$ cat src/rtl/core/assert_macros.svh
`ifndef ASSERT_MACROS_SVH
`define ASSERT_MACROS_SVH

// same-cycle implication, checked on every rising edge outside reset
`define ASSERT_IMPLIES(label, clk, rst_n, ante, cons) \
	label: assert property (@(posedge clk) disable iff (!rst_n) (ante) |-> (cons)) \
		else $error("implication check failed");

// next-cycle implication, checked on every rising edge outside reset
`define ASSERT_NEXT(label, clk, rst_n, ante, cons) \
	label: assert property (@(posedge clk) disable iff (!rst_n) (ante) |=> (cons)) \
		else $error("next-cycle check failed");

`endif

$ cat src/rtl/core/owtsc_pkg.sv
package owtsc_pkg;

	// request kinds on the input tuser
	localparam logic REQ_BYTE = 1'b0;
	localparam logic REQ_NAK  = 1'b1;

	// register indexes on the config port
	localparam logic REG_ERROR_LIMIT = 1'b0;

	localparam logic [3:0] LAST_BYTE   = 4'd8;
	localparam logic [3:0] FAIL_MAX    = 4'd15;
	localparam logic [3:0] LIMIT_RESET = 4'd3;
	localparam logic [7:0] CRC_POLY    = 8'h8C;
	localparam logic [7:0] ALL_ONES    = 8'hFF;

	typedef enum logic [1:0] {
		KIND_KEEP    = 2'd0,
		KIND_NEW     = 2'd1,
		KIND_UNKNOWN = 2'd2
	} kind_t;

	// state carried across the bytes of one read
	typedef struct packed {
		logic [3:0] byte_index;
		logic [7:0] crc;
		logic [7:0] temp_low;
		logic [7:0] temp_high;
		logic [3:0] fail_count;
	} rd_state_t;

	typedef struct packed {
		kind_t             kind;
		logic signed [11:0] temperature;
		logic [7:0]        crc_calc;
		logic [3:0]        error_count;
	} result_t;

	// reflected crc-8 over one byte, lsb first
	function automatic logic [7:0] crc8_byte(input logic [7:0] crc, input logic [7:0] b);
		logic [7:0] c;
		c = crc ^ b;
		for (int i = 0; i < 8; i++) begin
			if (c[0]) begin
				c = (c >> 1) ^ CRC_POLY;
			end else begin
				c = c >> 1;
			end
		end
		return c;
	endfunction

endpackage

$ cat src/rtl/core/owtsc_step.sv
module owtsc_step (
	input  owtsc_pkg::rd_state_t state,
	input  logic                 req_type,
	input  logic [7:0]           data_byte,
	input  logic [3:0]           error_limit,
	output owtsc_pkg::rd_state_t state_next,
	output logic                 res_valid,
	output owtsc_pkg::result_t   res
);

	logic [3:0]  fail_inc;
	logic        at_limit;
	logic        read_good;
	logic [11:0] temp_dec;

	// failure count with saturation and limit check
	assign fail_inc = (state.fail_count == owtsc_pkg::FAIL_MAX) ? owtsc_pkg::FAIL_MAX
		: state.fail_count + 4'd1;
	assign at_limit = (fail_inc >= error_limit);

	// a read is good when crc matches and the data is not all ones
	assign read_good = !((state.temp_low == owtsc_pkg::ALL_ONES)
		&& (state.temp_high == owtsc_pkg::ALL_ONES)) && (state.crc == data_byte);

	// 11 magnitude bits, minus 2048 when any upper bit of byte 1 is set
	assign temp_dec = {|state.temp_high[7:3], state.temp_high[2:0], state.temp_low};

	// next state and result
	always_comb begin
		state_next      = state;
		res_valid       = 1'b0;
		res.kind        = owtsc_pkg::KIND_KEEP;
		res.temperature = '0;
		res.crc_calc    = '0;
		res.error_count = '0;
		if (req_type == owtsc_pkg::REQ_NAK) begin
			state_next.byte_index = '0;
			state_next.crc        = '0;
			state_next.fail_count = at_limit ? 4'd0 : fail_inc;
			res_valid             = 1'b1;
			res.kind              = at_limit ? owtsc_pkg::KIND_UNKNOWN : owtsc_pkg::KIND_KEEP;
			res.error_count       = state_next.fail_count;
		end else if (state.byte_index < owtsc_pkg::LAST_BYTE) begin
			if (state.byte_index == 4'd0) begin
				state_next.temp_low = data_byte;
			end
			if (state.byte_index == 4'd1) begin
				state_next.temp_high = data_byte;
			end
			state_next.crc        = owtsc_pkg::crc8_byte(state.crc, data_byte);
			state_next.byte_index = state.byte_index + 4'd1;
		end else begin
			state_next.byte_index = '0;
			state_next.crc        = '0;
			res_valid             = 1'b1;
			res.crc_calc          = state.crc;
			if (read_good) begin
				state_next.fail_count = '0;
				res.kind              = owtsc_pkg::KIND_NEW;
				res.temperature       = temp_dec;
			end else begin
				state_next.fail_count = at_limit ? 4'd0 : fail_inc;
				res.kind              = at_limit ? owtsc_pkg::KIND_UNKNOWN
					: owtsc_pkg::KIND_KEEP;
			end
			res.error_count = state_next.fail_count;
		end
	end

endmodule

$ cat src/rtl/core/onewire_temp_scratchpad_check_unit.sv
// a result is registered and appears on the master side in the cycle after the beat that causes it
// throughput: one input beat per cycle while the output is not stalled; bytes 0 to 7 of a read give no result
// the byte-wide crc update and result decode sit between the read state and output register
// input is taken whenever the output register is empty or being drained
// reset (arst_n low, asynchronous): read state and failure count clear, error_limit
// returns to 3, no result pending
module onewire_temp_scratchpad_check_unit (
	input  logic        clk,
	input  logic        arst_n,
	// stream in
	input  logic        s_axis_tvalid,
	output logic        s_axis_tready,
	input  logic [7:0]  s_axis_tdata,   // [7:0] data_byte
	input  logic        s_axis_tuser,   // [0] req_type
	// stream out
	output logic        m_axis_tvalid,
	input  logic        m_axis_tready,
	output logic [23:0] m_axis_tdata,   // [11:0] temperature, [19:12] crc_calc, [23:20] error_count
	output logic [1:0]  m_axis_tuser,   // [1:0] update_kind
	// config port
	input  logic        psel,
	input  logic        penable,
	input  logic        pwrite,
	input  logic [2:0]  paddr,
	input  logic [31:0] pwdata,
	output logic [31:0] prdata,
	output logic        pready
);

	`include "assert_macros.svh"

	owtsc_pkg::rd_state_t state_q;
	owtsc_pkg::rd_state_t state_next;
	owtsc_pkg::result_t   res_next;
	owtsc_pkg::result_t   res_q;
	logic                 res_valid_next;
	logic                 out_valid_q;
	logic [3:0]           error_limit_q;
	logic                 in_beat;
	logic                 cfg_write;

	assign pready    = 1'b1;
	assign cfg_write = psel && penable && pwrite && pready
		&& (paddr[2] == owtsc_pkg::REG_ERROR_LIMIT);

	// config register
	always_ff @(posedge clk or negedge arst_n) begin
		if (!arst_n) begin
			error_limit_q <= owtsc_pkg::LIMIT_RESET;
		end else if (cfg_write) begin
			error_limit_q <= pwdata[3:0];
		end
	end

	// read back
	always_comb begin
		prdata = '0;
		if (paddr[2] == owtsc_pkg::REG_ERROR_LIMIT) begin
			prdata = {28'd0, error_limit_q};
		end
	end

	// input handshake
	assign s_axis_tready = !out_valid_q || m_axis_tready;
	assign in_beat       = s_axis_tvalid && s_axis_tready;

	owtsc_step u_step (
		.state       (state_q),
		.req_type    (s_axis_tuser),
		.data_byte   (s_axis_tdata),
		.error_limit (error_limit_q),
		.state_next  (state_next),
		.res_valid   (res_valid_next),
		.res         (res_next)
	);

	// read state
	always_ff @(posedge clk or negedge arst_n) begin
		if (!arst_n) begin
			state_q <= '0;
		end else if (in_beat) begin
			state_q <= state_next;
		end
	end

	// output register valid
	always_ff @(posedge clk or negedge arst_n) begin
		if (!arst_n) begin
			out_valid_q <= 1'b0;
		end else if (in_beat) begin
			out_valid_q <= res_valid_next;
		end else if (m_axis_tready) begin
			out_valid_q <= 1'b0;
		end
	end

	// output register payload
	always_ff @(posedge clk) begin
		if (in_beat && res_valid_next) begin
			res_q <= res_next;
		end
	end

	assign m_axis_tvalid = out_valid_q;
	assign m_axis_tdata  = {res_q.error_count, res_q.crc_calc, res_q.temperature};
	assign m_axis_tuser  = res_q.kind;

	// checks
	`ASSERT_IMPLIES(a_index_range, clk, arst_n, 1'b1,
		state_q.byte_index <= owtsc_pkg::LAST_BYTE)
	`ASSERT_NEXT(a_nak_gives_result, clk, arst_n,
		in_beat && (s_axis_tuser == owtsc_pkg::REQ_NAK), m_axis_tvalid)
	`ASSERT_IMPLIES(a_good_clears_count, clk, arst_n,
		m_axis_tvalid && (m_axis_tuser != owtsc_pkg::KIND_KEEP), m_axis_tdata[23:20] == 4'd0)
	`ASSERT_IMPLIES(a_temp_only_when_new, clk, arst_n,
		m_axis_tvalid && (m_axis_tuser != owtsc_pkg::KIND_NEW), m_axis_tdata[11:0] == 12'd0)

endmodule
$ cat config.mk
export PLATFORM = sky130hd
export DESIGN_NAME = onewire_temp_scratchpad_check_unit
export DESIGN_NICKNAME = d
export VERILOG_FILES = /design/src/rtl/core/owtsc_pkg.sv /design/src/rtl/core/owtsc_step.sv /design/src/rtl/core/onewire_temp_scratchpad_check_unit.sv
export VERILOG_INCLUDE_DIRS = /design/src /design/src/rtl/core
export SDC_FILE = /design/constraint.sdc
export NUM_CORES = 1
export LEC_CHECK = 0
export ABC_CLOCK_PERIOD_IN_PS = 6600
export BUFFER_PORTS_ARGS = -buffer_cell sky130_fd_sc_hd__buf_2
export CORE_ASPECT_RATIO = 0.9
export CORE_UTILIZATION = 26
export CTS_CLUSTER_SIZE = 10
export DETAILED_ROUTE_END_ITERATION = 16
export PLACE_DENSITY = 0.55
export SLEW_MARGIN = 25
export SYNTH_ARGS = -nofsm -noshare
export SYNTH_HDL_FRONTEND = slang
export SYNTH_SLANG_ARGS = --single-unit
$ cat constraint.sdc
create_clock -name clk -period 6.6 [get_ports clk]
set_input_delay 0.99 -clock clk [delete_from_list [all_inputs] [get_ports clk]]
set_output_delay 0.99 -clock clk [all_outputs]
set_load 0.02 [all_outputs]
Word-level counts from Yosys, hierarchy flattened:

Index checks and enable logic that the tools add are counted.

* add/sub/neg operators: 2
* $mul: 0
* divide/modulo/power cells: 0
* order comparisons: 2
* equal/unequal tests: 6
* shift-type cells: 0
* muxes and demuxes: 40
* bitwise gates (word level): 12
* reduce and logical (&&, ||, !) cells: 18

Operators by type and width (number)
* two-way mux 8 bit: 22
* two-way mux 12 bit: 3
* two-way mux 4 bit: 7
* two-way mux 26 bit: 1
* inverter 2 -> 3 bit: 8
* equality test 8 bit, second input constant: 2
* adder 4 x 1 -> 4 bit, second input constant: 2
* equality test 8 bit: 1
* AND reduction 4 bit: 2
* bitwise XOR 8 bit: 1
* logical AND 1 bit: 7
* two-way mux 2 bit: 3
* OR reduction 5 bit: 1
* equality test 4 x 1 -> 1 bit, second input constant: 1
* equality test 4 bit, second input constant: 1
* >= comparator 4 bit: 1
* zero test 4 bit: 1
* < comparator 4 bit, second input constant: 1
* two-way mux 1 bit: 4
* inverter 1 bit: 3
* OR reduction 3 bit: 1
* zero test 1 bit: 2
* != test 2 bit, second input constant: 1
* AND reduction 2 bit: 1
* 3 further kinds: 3

* register bits: 63
* latch bits: 0
* RAM bits: 0
* memory bits (read-only): 0
* input port bits: 51
* output and inout port bits: 61
* word-level logic and storage cells: 91
* memories kept: 0

Longest topological paths before layout:

* word-level depth: 33
* gate-level depth with buffers: 8
* mapped depth without buffers: 8

By module:

From an unflattened synthesis, not the netlist that was laid out.

* cells, all modules: 281
* area total of the unflattened synthesis: 3612.2 um2

Modules (own cells, without submodules)
* onewire_temp_scratchpad_check_unit: instances 1, cells each 143, area each 2585.0 um2, seq. area each 1709.1 um2
* owtsc_step: instances 1, cells each 138, area each 1027.2 um2, seq. area each 0.0 um2

Worst setup path before layout:

Ideal clock, no wire load.

* path kind: input-to-reg
* start: input m_axis_tready
* end: register state_q[3] in the netlist's numbering
* setup time: 96 ps
* arrival: 2490 ps
* required time: 6504 ps
* path slack: 4014 ps
* stages on the path: 6
* path buffers: 0
* path through: nand2b_1 -> and2_1 -> nand2_1 -> inv_1 -> nand2_1 -> o31ai_1

* word-level cells in the longest chain between the ends: 3

Ends and longest elaborated chain
* start: declaration: line onewire_temp_scratchpad_check_unit.sv:17 `input logic m_axis_tready,`
* logical OR 1 bit: line onewire_temp_scratchpad_check_unit.sv:64 `assign s_axis_tready = !out_valid_q || m_axis_tready;`
* logical AND 1 bit: line onewire_temp_scratchpad_check_unit.sv:65 `assign in_beat = s_axis_tvalid && s_axis_tready;`
* AND reduction 2 bit (no line)
* end signal: assignment: line onewire_temp_scratchpad_check_unit.sv:82 `state_q <= state_next;`
* end: declaration: line onewire_temp_scratchpad_check_unit.sv:32 `owtsc_pkg::rd_state_t state_q;`

No other way between the ends.
A chain may end at the register's enable or synchronous reset.

==> metrics <==
Mapped Cells=269; fmax=0.384 GHz; Worst Reg-to-Reg Cells=8; Least-Margin Pin Slew=0.854 ns; final wirelength=between 6000 and 7000 µm; Synth Warn #=0; Crit Path Max Fanout=9; Final Cycle Share=between 30% and 40%; Clock Tree Root=clkbuf_16; post_cts resized=0; worst setup path start=state_q[0]$_DFFE_PN0P_; io pins=112; XOR/XNOR Fraction of Synth Area=around 6.8%; CP Cell Sequence=ha_1 -> a31oi_1 -> inv_1 -> ha_1 -> a21boi_0 -> o21ai_0 -> a21oi_1 -> nor4_1; placed insts=470; Max-Cap Viols=0; layout cell share with drive strength beyond 1=between 20% and 30%; CTS buffer count=9; mean number of vias per cell=4.31; post-synthesis sequential area ratio=between 50% and 60%; most common cell type on the critical path=ha_1; crit end category=flop; top_reg_cell synth=dfrtp_1; worst skew pair latency=0.33 ns; Synth Register Bits=between 60 and 70; hold buffers post-CTS=0; first-pass GRT wire length=around 11000 µm; worst-case vdd ir drop=between 0.0001 and 0.00015 V; Reg area=1710 µm²; Slew headroom=~43%; H-tree depth=3; arrival time worst endpoint=2.65 ns; overflow left after global routing=0; Multi-input gate area=between 1000 and 1500 µm²; Antenna Violating Nets Remaining=0; maximum clock path buffer count=2; first-pass detailed-route iteration total=4; final hold viol count=0; Worst-path clk slew=0.06 ns; leak pwr=1.68 nW; critical path's slowest cell=a21oi_1; routability cong.=~0.76; core area=11700 µm²; GRT Total Usage=10.9%; Final WS setup=4.00 ns; initial DRC count=149; power per cell area=386 nW/µm²; DP HPWL=roughly 4600 µm; Reg2Reg Launch Point=state_q[0]$_DFFE_PN0P_; setup TNS=0 ns; Simple-Gate Fraction of Synth Area=13.7%; r2r endpoint=m_axis_tdata[21]$_DFFE_PP_; hold crit path type=reg2reg; Hold Crit Depth=1; clock skew=about 0.0080 ns; # clock sinks=between 60 and 70; post-synthesis compound-gate area fraction=5.56%; unrepaired setup endpoints after global routing=no; Avg Synthesized Cell Area=roughly 12 µm²; postcts setup bufs=0; startpoint types=flop; minimum clock period=around 2.6 ns; initial antenna violation count=1; FP Rows=37; Fillers=1197; Cell variety after synth=41; largest family of logic cells by synthesized area=simple AND/OR/NAND/NOR gates; DRC Markers=0; wire length per cell=13.3 µm; post-synthesis adder-cell area fraction=3.15%; FFs w/ async S/R, synth=58.7%; initial cell density of the core=27.2%; I/O Buffers=52; largest net degree at the start of global routing=38; Critical Path RT=6.65 ns; R2R setup slack=4.00 ns; full die area=12600 µm²; Post-synth EDFFs=26; Max Slew Vio Count=0; final std cells w/o fill=486; Layout area overhead=19.0%; Die W=118 µm; mux cell area share after synthesis=7.10%; cell area after synthesis=3170 µm²; capture point of the critical path=m_axis_tdata[21]$_DFFE_PP_; vias in the first global route=between 2k and 2.5k; Setup WS pre-CTS=3.54 ns; Die Y=107 µm; via count=2097; Nets=384; TritonCTS clock tree=yes; CP peak stage delay=0.55 ns; Crit Path Class=reg2reg; final setup fails=0; # diodes=0; outcome=finished clean
==> state kept, by name, indices dropped and copies added (netlist names) <==
signal and count:
m_axis_tvalid 1, m_axis_tdata 24, error_limit_q 4, state_q 32, m_axis_tuser 2
==> cell type report <==
type                    instances  share of cell area (%)
flip-flops and latches         63                    45.2
multi-input cells             185                    33.4
repair buffers                 52                    6.89
clock buffers                  10                    6.06
well taps                     156                    5.17
clock inverters                 6                    1.85
inverters                      14                    1.39
==> per-stage QoR <==
stage                     instance area, µm²  utilization, %  hold slack [ns]  power (W)
after floorplan                         3270               -            0.470   0.000902
after global placement                  3480            29.8            0.494   0.000981
after detailed placement                3480            29.8            0.504   0.000992
after CTS                               3780            32.4            0.517    0.00147
after global routing                    3780            32.4            0.552    0.00155
final                                   3780            32.4            0.513    0.00146
==> critical path, delay by kind of cell (launching register included) <==
| kind | cells | cell delay [ns] |
|---|---|---|
| simple gates | 1 | 0.15 |
| compound gates | 4 | 1.10 |
| fa+ha+maj | 2 | 0.58 |
| buf+inv | 1 | 0.09 |
| flops | 1 | 0.40 |
==> worst min path at each step <==
stage	start	end	slack, ns
3_3_place_gp	error_limit_q[3]$_DFFE_PN0P_	error_limit_q[3]$_DFFE_PN0P_	0.49
4_1_cts	state_q[1]$_DFFE_PN0P_	state_q[1]$_DFFE_PN0P_	0.52
6_report	error_limit_q[3]$_DFFE_PN0P_	error_limit_q[3]$_DFFE_PN0P_	0.51
5_1_grt	state_q[1]$_DFFE_PN0P_	state_q[1]$_DFFE_PN0P_	0.55
2_1_floorplan	state_q[1]$_DFFE_PN0P_	state_q[1]$_DFFE_PN0P_	0.47
3_5_place_dp	state_q[1]$_DFFE_PN0P_	state_q[1]$_DFFE_PN0P_	0.50
==> cell usage in the layout (no fill, tap or decap), drive strengths merged, types with 2 or more instances in the layout <==
master  synthesis  layout
and2           10      10
a21oi           5       5
nor3            2       2
dfrtp          35      35
o21ai          11      11
a31oi           2       2
or3             3       3
nand3           6       6
nor2b           2       2
nor2            9       9
o211a           2       2
conb            2      29
xnor2          17      17
nand2          18      18
dfstp           2       2
clkinv          0       4
o41ai           3       3
nand4           6       6
xor2            5       5
o31ai           2       2
mux2           20      20
nor4            4       4
and3           11      11
clkbuf          3      10
nand3b          2       2
inv            14      15
edfxtp         26      26
buf            31      52
ha              8       8
==> per-layer routing <==
metal	routed length, µm	global-route usage, %	vias to the layer above
li1	-	-	1001
met4	110	4.61	2
met3	434	3.56	14
met1	3020	13.4	997
met5	13	0	-
met2	2880	17.7	83
==> where the power goes <==
group	switching (W)	leakage (nW)	internal [W]
logic	0.000229	0.828	0.000180
registers	0.0000726	0.709	0.000507
clock network	0.000176	0.147	0.000295
==> Yosys cell counts, drive strengths merged (2+ instances only) <==
cell type	number	area share, %
nor2	9	1.4
xnor2	17	5.4
nor3	2	0.32
nand4	6	1.2
o21ai	11	1.7
inv	14	1.7
ha	8	3.2
o31ai	2	0.47
mux2	20	7.1
dfrtp	35	28
edfxtp	26	25
nor4	4	0.79
conb	2	0.24
o211a	2	0.63
dfstp	2	1.7
a21oi	5	0.79
or3	3	0.59
clkbuf	3	0.35
nand3	6	0.95
buf	31	7.6
o41ai	3	0.83
nand2	18	2.1
nor2b	2	0.39
and3	11	2.2
a31oi	2	0.39
nand3b	2	0.47
and2	10	2.0
xor2	5	1.4
==> kinds of logic after synthesis <==
logic type | Yosys count
and+or+nand+nor | 78
DFF | 63
buffers and inverters | 48
AOI/OAI and AO/OA | 28
xor gates and xnor gates | 22
muxes | 20
adders and majority gates | 8
other | 2
No activity file was read; power rests on OpenSTA's default activity.
